<file path="src/hw/rtl/accpwm_pkg.sv">
// shared types and constants for the accumulator pwm led driver
package accpwm_pkg;

  localparam int CHANNELS_DEF = 48;
  localparam int CHAN_W       = 6;
  localparam int LEVEL_W      = 9;
  localparam int PHASE_W      = 8;

  localparam logic [LEVEL_W-1:0] FULL_STEP = 9'h100;

  localparam logic FUNC_SET  = 1'b0;
  localparam logic FUNC_TICK = 1'b1;

  typedef struct packed {
    logic               func;
    logic [CHAN_W-1:0]  channel;
    logic [LEVEL_W-1:0] level;
  } in_t;

  typedef struct packed {
    logic              pin_level;
    logic [CHAN_W-1:0] out_channel;
    logic              latch;
  } out_t;

endpackage

</file>
<file path="src/hw/rtl/accumulator_pwm_serial_led_driver_core.sv">
// Accumulator PWM LED driver. A set word (func 0) stores one channel's step (0..256, larger
// values clamp to 256) and gives no result. A tick word (func 1) walks the channels
// 0..CHANNELS-1: for each it adds the step to the 8-bit phase, returns the carry as pin_level
// and writes the low byte back. A tick keeps the block busy: it first primes the memory
// read, then handles one channel per cycle while the output is not stalled, paced by the
// single read port of the step and phase memories. The last result of a frame carries latch.
// Both memories read as zero after reset until written.
module accumulator_pwm_serial_led_driver_core #(
  parameter int CHANNELS = accpwm_pkg::CHANNELS_DEF
) (
  input  logic             clk,
  input  logic             rst_n,
  input  logic             in_valid,
  output logic             in_ready,
  input  accpwm_pkg::in_t  in_data,
  output logic             out_valid,
  input  logic             out_ready,
  output accpwm_pkg::out_t out_word
);

  localparam int IDX_W = (CHANNELS > 1) ? $clog2(CHANNELS) : 1;

  typedef enum logic [0:0] {
    ST_IDLE,
    ST_RUN
  } state_t;

  state_t state_r, state_nxt;
  logic [IDX_W-1:0] idx_r, idx_nxt;
  logic             out_valid_r, out_valid_nxt;
  accpwm_pkg::out_t out_word_r, out_word_nxt;
  logic [CHANNELS-1:0] step_vld_r, step_vld_nxt;
  logic [CHANNELS-1:0] phase_vld_r, phase_vld_nxt;

  // memories with registered read
  logic [accpwm_pkg::LEVEL_W-1:0] step_mem  [CHANNELS];
  logic [accpwm_pkg::PHASE_W-1:0] phase_mem [CHANNELS];
  logic [accpwm_pkg::LEVEL_W-1:0] rd_step_r;
  logic [accpwm_pkg::PHASE_W-1:0] rd_phase_r;
  logic                           rd_step_vld_r;
  logic                           rd_phase_vld_r;

  logic                           in_fire;
  logic                           set_en;
  logic [accpwm_pkg::LEVEL_W-1:0] set_level;
  logic [IDX_W-1:0]               set_idx;
  logic                           rd_en;
  logic [IDX_W-1:0]               rd_addr;
  logic                           ph_we;
  logic [accpwm_pkg::LEVEL_W-1:0] cur_step;
  logic [accpwm_pkg::PHASE_W-1:0] cur_phase;
  logic [accpwm_pkg::LEVEL_W:0]   sum;
  logic                           out_free;
  logic                           last;

  assign in_ready  = (state_r == ST_IDLE);
  assign in_fire   = in_valid && in_ready;
  assign out_valid = out_valid_r;
  assign out_word  = out_word_r;
  assign out_free  = !out_valid_r || out_ready;
  assign last      = (idx_r == IDX_W'(CHANNELS - 1));

  assign set_en    = in_fire && (in_data.func == accpwm_pkg::FUNC_SET) &&
                     ({1'b0, in_data.channel} < 7'(CHANNELS));
  assign set_idx   = IDX_W'(in_data.channel);
  assign set_level = (in_data.level > accpwm_pkg::FULL_STEP) ? accpwm_pkg::FULL_STEP
                                                             : in_data.level;

  // entries never written read as zero
  assign cur_step  = rd_step_vld_r  ? rd_step_r  : '0;
  assign cur_phase = rd_phase_vld_r ? rd_phase_r : '0;
  assign sum       = {1'b0, cur_step} + {2'b00, cur_phase};

  always_comb begin
    state_nxt     = state_r;
    idx_nxt       = idx_r;
    out_valid_nxt = out_valid_r;
    out_word_nxt  = out_word_r;
    step_vld_nxt  = step_vld_r;
    phase_vld_nxt = phase_vld_r;
    rd_en         = 1'b0;
    rd_addr       = idx_r;
    ph_we         = 1'b0;

    if (out_valid_r && out_ready) begin
      out_valid_nxt = 1'b0;
    end

    if (set_en) begin
      step_vld_nxt[set_idx] = 1'b1;
    end

    unique case (state_r)
      ST_IDLE: begin
        if (in_fire && (in_data.func == accpwm_pkg::FUNC_TICK)) begin
          idx_nxt   = '0;
          rd_en     = 1'b1;
          rd_addr   = '0;
          state_nxt = ST_RUN;
        end
      end
      ST_RUN: begin
        if (out_free) begin
          ph_we                    = 1'b1;
          phase_vld_nxt[idx_r]     = 1'b1;
          out_valid_nxt            = 1'b1;
          out_word_nxt.pin_level   = sum[accpwm_pkg::LEVEL_W-1] | sum[accpwm_pkg::LEVEL_W];
          out_word_nxt.out_channel = accpwm_pkg::CHAN_W'(idx_r);
          out_word_nxt.latch       = last;
          if (last) begin
            state_nxt = ST_IDLE;
          end else begin
            idx_nxt = idx_r + IDX_W'(1);
            rd_en   = 1'b1;
            rd_addr = idx_r + IDX_W'(1);
          end
        end
      end
      default: state_nxt = ST_IDLE;
    endcase
  end

  always_ff @(posedge clk) begin
    if (!rst_n) begin
      state_r     <= ST_IDLE;
      idx_r       <= '0;
      out_valid_r <= 1'b0;
      step_vld_r  <= '0;
      phase_vld_r <= '0;
    end else begin
      state_r     <= state_nxt;
      idx_r       <= idx_nxt;
      out_valid_r <= out_valid_nxt;
      step_vld_r  <= step_vld_nxt;
      phase_vld_r <= phase_vld_nxt;
    end
    out_word_r <= out_word_nxt;
  end

  always_ff @(posedge clk) begin
    if (set_en) begin
      step_mem[set_idx] <= set_level;
    end
    if (ph_we) begin
      phase_mem[idx_r] <= sum[accpwm_pkg::PHASE_W-1:0];
    end
    if (rd_en) begin
      rd_step_r      <= step_mem[rd_addr];
      rd_phase_r     <= phase_mem[rd_addr];
      rd_step_vld_r  <= step_vld_r[rd_addr];
      rd_phase_vld_r <= phase_vld_r[rd_addr];
    end
  end

endmodule

</file>
<file path="config.mk">
export PLATFORM = sky130hd
export DESIGN_NAME = accumulator_pwm_serial_led_driver_core
export DESIGN_NICKNAME = d
export VERILOG_FILES = /design/src/hw/rtl/accpwm_pkg.sv /design/src/hw/rtl/accumulator_pwm_serial_led_driver_core.sv
export SDC_FILE = /design/constraint.sdc
export NUM_CORES = 1
export LEC_CHECK = 0
export BUFFER_PORTS_ARGS = -buffer_cell sky130_fd_sc_hd__buf_2
export CORE_ASPECT_RATIO = 1.4
export CORE_MARGIN = 2
export CORE_UTILIZATION = 60
export DETAILED_ROUTE_END_ITERATION = 12
export PLACE_DENSITY = 0.76
export RECOVER_POWER = 25
export SLEW_MARGIN = 20
export SYNTH_ARGS = -nofsm -noshare
export SYNTH_HDL_FRONTEND = slang
export SYNTH_SLANG_ARGS = --single-unit
</file>
<file path="constraint.sdc">
create_clock -name clk -period 10.7 [get_ports clk]
set_input_delay 2.14 -clock clk [delete_from_list [all_inputs] [get_ports clk]]
set_output_delay 2.14 -clock clk [all_outputs]
set_load 0.005 [all_outputs]
</file>
==> metrics.log, run 1 <==
[metrics] result of the run: complete, but fails checks
[metrics] violated checks: max-capacitance violations, max-slew violations
[metrics] post-CTS clock slew at the launch and capture registers of the worst setup and hold paths: ~60 ps
[metrics] clock tree sinks: approximately 950
[metrics] reported leakage power: between 0.01 and 0.015 uW
[metrics] num rows: between 100 and 150
[metrics] max frequency: about 0.17 GHz
[metrics] Post-CTS Setup Inserts: 0
[metrics] worst reg2reg endpoint: rd_step_r[1]
[metrics] arrival time of the worst setup path: 5850 ps
[metrics] violation count after the first detailed-route iteration: 2700
[metrics] number of placed instances with taps included: ~3.6k
[metrics] vias after detailed routing: ~24k
[metrics] critical path peak fanout: between 50 and 60
[metrics] residual DRC count: 0
[metrics] cell with the biggest individual delay on the critical path: sky130_fd_sc_hd__clkbuf_1
[metrics] Hold Path Stages: 1
[metrics] horizontal die dimension: roughly 220 um
[metrics] Simple-Gate Fraction of Synth Area: 0.124
[metrics] post-synthesis adder-cell area fraction: 0.00352
[metrics] largest net degree at the start of global routing: between 200 and 250
[metrics] class of the worst hold path: reg -> reg
[metrics] share of the core filled with cells in the final layout: 0.665
[metrics] total I/O pin count: 30
[metrics] dominant combinational cell family by area after synthesis: simple AND/OR/NAND/NOR gates
[metrics] depth of the most critical reg-to-reg path: 10
[metrics] wire length of the first global-routing pass: ~150000 um
[metrics] Gate Count Post-Synth: between 2k and 3k
[metrics] overflow left after global routing: 0
[metrics] count of cells resized by post-cts repair: 0
[metrics] final number of max-transition violations: between 400 and 500
[metrics] TritonCTS clock tree: done
[metrics] average cell area after synthesis: 13.2 sq um
[metrics] startpoint of the worst hold path: phase_vld_r[41]
[metrics] startpoint kind of the worst setup timing path: primary input
[metrics] total global-route track usage: 0.303
[metrics] Worst path max stage delay: roughly 1900 ps
[metrics] Post-Synthesis Net Count: roughly 2.9k
[metrics] Slew HR: -0.806
[metrics] die area: 64800 sq um
[metrics] filler cell count: 4267
[metrics] drt via density: ~6.5
[metrics] crit-path cells: buf_2 > clkbuf_1 > nor2b_1 > clkbuf_1
[metrics] Hold Crit Endpoint: phase_vld_r[41]
[metrics] synthesized cell area: roughly 38000 sq um
[metrics] Routed wire per std cell: about 27 um
[metrics] Layout Nets: around 2.9k
[metrics] most utilized layer in the global route result: met2
[metrics] RSZ-0062 raised after global routing: no
[metrics] DR pass1 iterations: 7
[metrics] final instance count without filler cells: ~3.7k
[metrics] top cell type by total area after synthesis: sky130_fd_sc_hd__edfxtp_1
[metrics] CTS HTree Levels: 3
[metrics] Starting Density: 0.607
[metrics] endpoint type of the worst setup path: flop
[metrics] number of antenna violations at the first check in global routing: 3
[metrics] data required time of the worst path: between 10000 and 15000 ps
[metrics] top cells by area in the synthesized netlist: sky130_fd_sc_hd__edfxtp_1, sky130_fd_sc_hd__nand2_1, sky130_fd_sc_hd__dfxtp_1
[metrics] worst reg2reg path startpoint: idx_r[1]
[metrics] fraction of synthesized cell area in xor and xnor cells: 0.00139
[metrics] proportion of synthesized area in mux cells: 0.0170
[metrics] type of the worst setup path: in -> reg
[metrics] chip height: about 300 um
[metrics] number of failing hold endpoints at the final stage: 0
[metrics] gp weighted congestion: 0.959
[metrics] post-route setup TNS: 0 ps
[metrics] compound-gate portion of the synthesized area: 0.102
[metrics] met3 routing resource usage after global routing: 0.0495
[metrics] number of buffers created by CTS: 81
[metrics] Async SR Flop Fraction: 0
[metrics] ANT nets after route: 0
[metrics] setup clock skew after layout: between 40 and 50 ps
[metrics] number of enable-type register cells in the synthesized netlist: about 840
[metrics] clock latency reported for the late side of the worst-skew pair: ~650 ps
[metrics] maxcap violations: 12
[metrics] Worst VDD drop: about 0.00017 V
[metrics] number of buffers on the longest clock path: 3
[metrics] sequential area share after synthesis: 0.727
[metrics] number of global-route vias before repair: 23.0k
[metrics] met2 routing resource usage after global routing: 0.499
[metrics] post-route fraction of the period consumed by the critical path: 0.538
[metrics] master cell of the clock root buffer: sky130_fd_sc_hd__clkbuf_16
[metrics] Area growth, synth to finish: 9.50%
[metrics] most frequent cells after synthesis: sky130_fd_sc_hd__edfxtp_1, sky130_fd_sc_hd__nand2_1, sky130_fd_sc_hd__nor2_1, sky130_fd_sc_hd__a21oi_1, sky130_fd_sc_hd__a32o_1
[metrics] input/output buffers: 29
[metrics] Hold Buf Count CTS: 0
[metrics] total power per unit cell area: between 150 and 200 nW/um^2
[metrics] reg-to-reg slack, setup: approximately 5800 ps
[metrics] slew of the pin with the lowest slew margin: roughly 2700 ps
[metrics] Synth Register Bits: 947
[metrics] Final setup violation count: 0
[metrics] placeable core region: between 60000 and 70000 sq um
[metrics] most numerous cell in the Yosys netlist: sky130_fd_sc_hd__edfxtp_1
[metrics] half-perimeter wire length after detailed placement: about 60000 um
[metrics] GR Layer Usage met1: 0.367
[metrics] Synth top area share: 0.672
[metrics] main flop type after synthesis: sky130_fd_sc_hd__edfxtp_1
[metrics] cell with the most instances on the worst path: sky130_fd_sc_hd__clkbuf_1
[metrics] final period demand of the worst path: 5760 ps
[metrics] total number of yosys warnings: 0
[metrics] drt total wl: just under 100000 um
[metrics] fraction of final layout cells with drive strength greater than 1: 0.0876
[metrics] count of unique library cells instantiated by Yosys: roughly 60
## area by class of cell
| type | count | area, sq um | share of cell area |
|---|---|---|---|
| antenna | 1 | 2.50 | 0.0000607 |
| clock inverter | 38 | 462 | 0.0112 |
| clock buffer | 109 | 2260 | 0.0549 |
| sequential | 947 | 27400 | 0.664 |
| multi-input combinational | 1718 | 9520 | 0.231 |
| inverter | 7 | 26.3 | 0.000637 |
| tap | 825 | 1030 | 0.0250 |
| timing repair buffer | 70 | 554 | 0.0134 |
## worst max path at each step
| stage | from | endpoint | slack, ps | cells past startpoint |
|---|---|---|---|---|
| 5_1_grt | in_data[8] | step_mem[36][6] | 4720 | 4 |
| 2_1_floorplan | out_ready | rd_step_r[3] | 6480 | 11 |
| 3_5_place_dp | out_ready | rd_step_r[1] | 4430 | 10 |
| 4_1_cts | out_ready | rd_step_r[1] | 5110 | 10 |
| 3_3_place_gp | out_ready | rd_step_r[1] | 4540 | 10 |
| 6_report | in_data[8] | step_mem[44][5] | 4940 | 4 |
## metrics by stage
| stage | instance area (sq um) | setup WS, ps | hold slack, ps | total power, uW |
|---|---|---|---|---|
| final | 41300 | 4940 | 467 | 7810 |
| after global routing | 41300 | 4720 | 475 | 7990 |
| after CTS | 41200 | 5110 | 468 | 7790 |
| after detailed placement | 38500 | 4430 | 453 | 4840 |
| after global placement | 38500 | 4540 | 440 | 4820 |
| after floorplan | 37700 | 6480 | 403 | 4630 |
## kinds of logic after synthesis
| logic type | Yosys count |
|---|---|
| multiplexers | 40 |
| XOR/XNOR | 6 |
| AND/OR/NAND/NOR | 1124 |
| buffers and inverters | 188 |
| flip-flops | 947 |
| AO/OA/AOI/OAI | 538 |
| adder cells (fa/ha/maj) | 10 |
## metal layers
metal | up-vias | routed length (um)
met4 | 0 | 8110
met3 | 327 | 8170
met2 | 1399 | 48200
met1 | 11800 | 34200
li1 | 10500 | -
met5 | - | 0
## registers in the layout, indices dropped and copies added, names as in the netlist
name,cells
phase_vld_r,48
state_r,1
rd_step_vld_r,1
phase_mem,384
rd_phase_vld_r,1
out_word,8
out_valid,1
idx_r,6
rd_step_r,9
rd_phase_r,8
step_vld_r,48
step_mem,432
## critical path: cells and delay by family
family | cells | cell delay [ps]
simple gates | 1 | 800
buf+inv | 3 | 2840
## where the power goes
part	switching, uW	internal (uW)	leakage (uW)
sequential	11.9	4150	0.00877
combinational	461	163	0.00363
clock	1290	1730	0.00133
total	1770	6040	0.0137
## placed cells by master (no fill, tap or decap), drive strengths merged, types with 3 or more instances in the layout
master | synthesis | routed
nand2b | 4 | 4
o21a | 24 | 24
xnor2 | 5 | 5
a31oi | 21 | 21
o22ai | 4 | 4
a32o | 138 | 138
dfxtp | 104 | 104
or3 | 3 | 3
inv | 7 | 9
a21oi | 221 | 221
nand4 | 34 | 34
clkinvlp | 0 | 5
a22oi | 82 | 82
a211oi | 23 | 23
nand3 | 49 | 49
mux4 | 19 | 19
o211ai | 3 | 3
clkbuf | 52 | 118
o21ai | 3 | 3
nor4 | 6 | 6
clkinv | 0 | 21
o21bai | 3 | 3
edfxtp | 843 | 843
nor3 | 26 | 26
ha | 9 | 9
buf | 129 | 61
and2 | 24 | 24
nor2 | 271 | 271
nor2b | 15 | 15
and3 | 17 | 17
nand3b | 8 | 8
nand2 | 662 | 662
a2111oi | 4 | 4
mux2i | 19 | 19
bufinv | 0 | 10
Power figures use the tool's default switching activity.
==> run 2: changes to the inputs <==
CORE_UTILIZATION = 57   (was 60)
clock period = 4.9 ns   (was 10.7 ns; I/O delays follow)
==> metrics.log, run 2 (synthesized netlist as in run 1, its figures left out) <==
[metrics] post-route setup TNS: 0 ps
[metrics] Final WS setup: about 350 ps
[metrics] Hold Path Stages: 2
[metrics] chip height: 308 um
[metrics] Starting Density: 0.576
[metrics] post-CTS clock slew at the launch and capture registers of the worst setup and hold paths: about 60 ps
[metrics] largest net degree at the start of global routing: 132
[metrics] class of the worst hold path: reg -> reg
[metrics] startpoint kind of the worst setup timing path: flop
[metrics] clock latency reported for the late side of the worst-skew pair: around 630 ps
[metrics] fraction of final layout cells with drive strength greater than 1: 0.0943
[metrics] Worst VDD drop: ~0.00034 V
[metrics] DR pass1 iterations: 6
[metrics] slew of the pin with the lowest slew margin: 2760 ps
[metrics] number of buffers created by CTS: between 80 and 90
[metrics] Area growth, synth to finish: 10.4%
[metrics] filler cell count: 4617
[metrics] most common cell after layout, fill and taps aside: sky130_fd_sc_hd__edfxtp_1
[metrics] clock tree sinks: about 950
[metrics] reported leakage power: 0.0139 uW
[metrics] number of buffers on the longest clock path: 3
[metrics] most utilized layer in the global route result: met2
[metrics] total power draw: 17100 uW
[metrics] drt total wl: approximately 99000 um
[metrics] RSZ-0062 raised after global routing: no
[metrics] total global-route track usage: 0.290
[metrics] violation count after the first detailed-route iteration: 2962
[metrics] setup clock skew after layout: between 15 and 20 ps
[metrics] met3 routing resource usage after global routing: 0.0445
[metrics] commonest cells after routing, fill and taps aside: sky130_fd_sc_hd__edfxtp_1, sky130_fd_sc_hd__nand2_1, sky130_fd_sc_hd__nor2_1
[metrics] final period demand of the worst path: ~4500 ps
[metrics] critical path peak fanout: 68
[metrics] Post-Place Worst Slack: between 200 and 250 ps
[metrics] residual DRC count: 0
[metrics] max reg flops: roughly 430
[metrics] vias after detailed routing: approximately 24k
[metrics] total I/O pin count: 30
[metrics] number of global-route vias before repair: 23.8k
[metrics] reg-to-reg slack, setup: about 350 ps
[metrics] count of cells resized by post-cts repair: 0
[metrics] input/output buffers: 29
[metrics] Final setup violation count: 0
[metrics] wire length of the first global-routing pass: 148000 um
[metrics] placeable core region: between 60000 and 70000 sq um
[metrics] drt via density: roughly 6.4
[metrics] share of the core filled with cells in the final layout: 0.636
[metrics] master cell of the clock root buffer: sky130_fd_sc_hd__clkbuf_16
[metrics] maxcap violations: 12
[metrics] Post-CTS Setup Inserts: 0
[metrics] data required time of the worst path: 5360 ps
[metrics] met2 routing resource usage after global routing: 0.494
[metrics] Slew HR: -0.845
[metrics] num rows: around 110
[metrics] largest reg by FF count: step_mem
[metrics] violated checks: max-capacitance violations, max-slew violations
[metrics] post-route fraction of the period consumed by the critical path: 0.928
[metrics] type of the worst setup path: reg -> reg
[metrics] overflow left after global routing: 0
[metrics] arrival time of the worst setup path: 5000 ps
[metrics] endpoint type of the worst setup path: flop
[metrics] ANT nets after route: 0
[metrics] largest registers: step_mem: 432 flops, phase_mem: 384 flops
[metrics] die area: roughly 68000 sq um
[metrics] depth of the most critical reg-to-reg path: 11
[metrics] horizontal die dimension: approximately 220 um
[metrics] Routed wire per std cell: roughly 26 um
[metrics] CTS HTree Levels: 3
[metrics] result of the run: complete, but fails checks
[metrics] final number of max-transition violations: 350
[metrics] max frequency: 0.220 GHz
[metrics] total power per unit cell area: 411 nW/um^2
[metrics] gp weighted congestion: approximately 0.9
[metrics] Hold Buf Count CTS: 0
[metrics] GR Layer Usage met1: 0.354
[metrics] number of antenna violations at the first check in global routing: 6
[metrics] Layout Nets: between 2k and 3k
[metrics] number of failing hold endpoints at the final stage: 0
[metrics] TritonCTS clock tree: done
[metrics] half-perimeter wire length after detailed placement: approximately 63000 um
[run 2: through the flow]
stage                     cells  cell area [sq um]  hold slack [ps]
after floorplan            2853              37700              403
after global placement     3623              38900              441
after detailed placement   3626              39000              450
after CTS                  3779              41700              465
after global routing       3783              41600              488
final                      3786              41600              467
[run 2: path summary, 6_finish.rpt]
path,startpoint,end
max,idx_r[1],rd_phase_r[3]
min,step_vld_r[9],step_vld_r[9]
max reg2reg,idx_r[1],rd_phase_r[3]
min reg2reg,step_vld_r[9],step_vld_r[9]
[run 2: power breakdown]
group | leakage (uW) | internal, uW | switching [uW]
Combinational | 0.00382 | 402 | 1050
Clock | 0.00135 | 3770 | 2800
Sequential | 0.00877 | 9040 | 26.5
Total | 0.0139 | 13200 | 3880
[run 2: critical path: stages, from the launching register on]
cell	delay, ps
sky130_fd_sc_hd__dfxtp_1	600
sky130_fd_sc_hd__ha_1	310
sky130_fd_sc_hd__nand3_1	170
sky130_fd_sc_hd__nor2_1	380
sky130_fd_sc_hd__o22a_4	640
sky130_fd_sc_hd__buf_12	290
sky130_fd_sc_hd__buf_12	330
sky130_fd_sc_hd__nand2_1	100
sky130_fd_sc_hd__a32o_1	260
sky130_fd_sc_hd__a22oi_1	450
sky130_fd_sc_hd__nand4_1	450
sky130_fd_sc_hd__a31oi_1	290
[run 2: final cells by class]
type / instances / area (sq um) / area share
clock inverters: 31 / 280 / 0.00674
repair buffers: 111 / 898 / 0.0216
diodes: 3 / 7.51 / 0.000180
inverters: 7 / 26.3 / 0.000631
clock buffers: 122 / 2470 / 0.0594
multi-input cells: 1718 / 9470 / 0.228
well taps: 847 / 1060 / 0.0255
flip-flops and latches: 947 / 27400 / 0.658
[run 2: routing by layer]
| metal | up-vias | routed length [um] | share of wire |
|---|---|---|---|
| met5 | - | 25 | 0.00025 |
| met2 | 1339 | 49200 | 0.50 |
| li1 | 10600 | - | - |
| met1 | 12100 | 35300 | 0.36 |
| met4 | 4 | 6300 | 0.064 |
| met3 | 293 | 8300 | 0.084 |
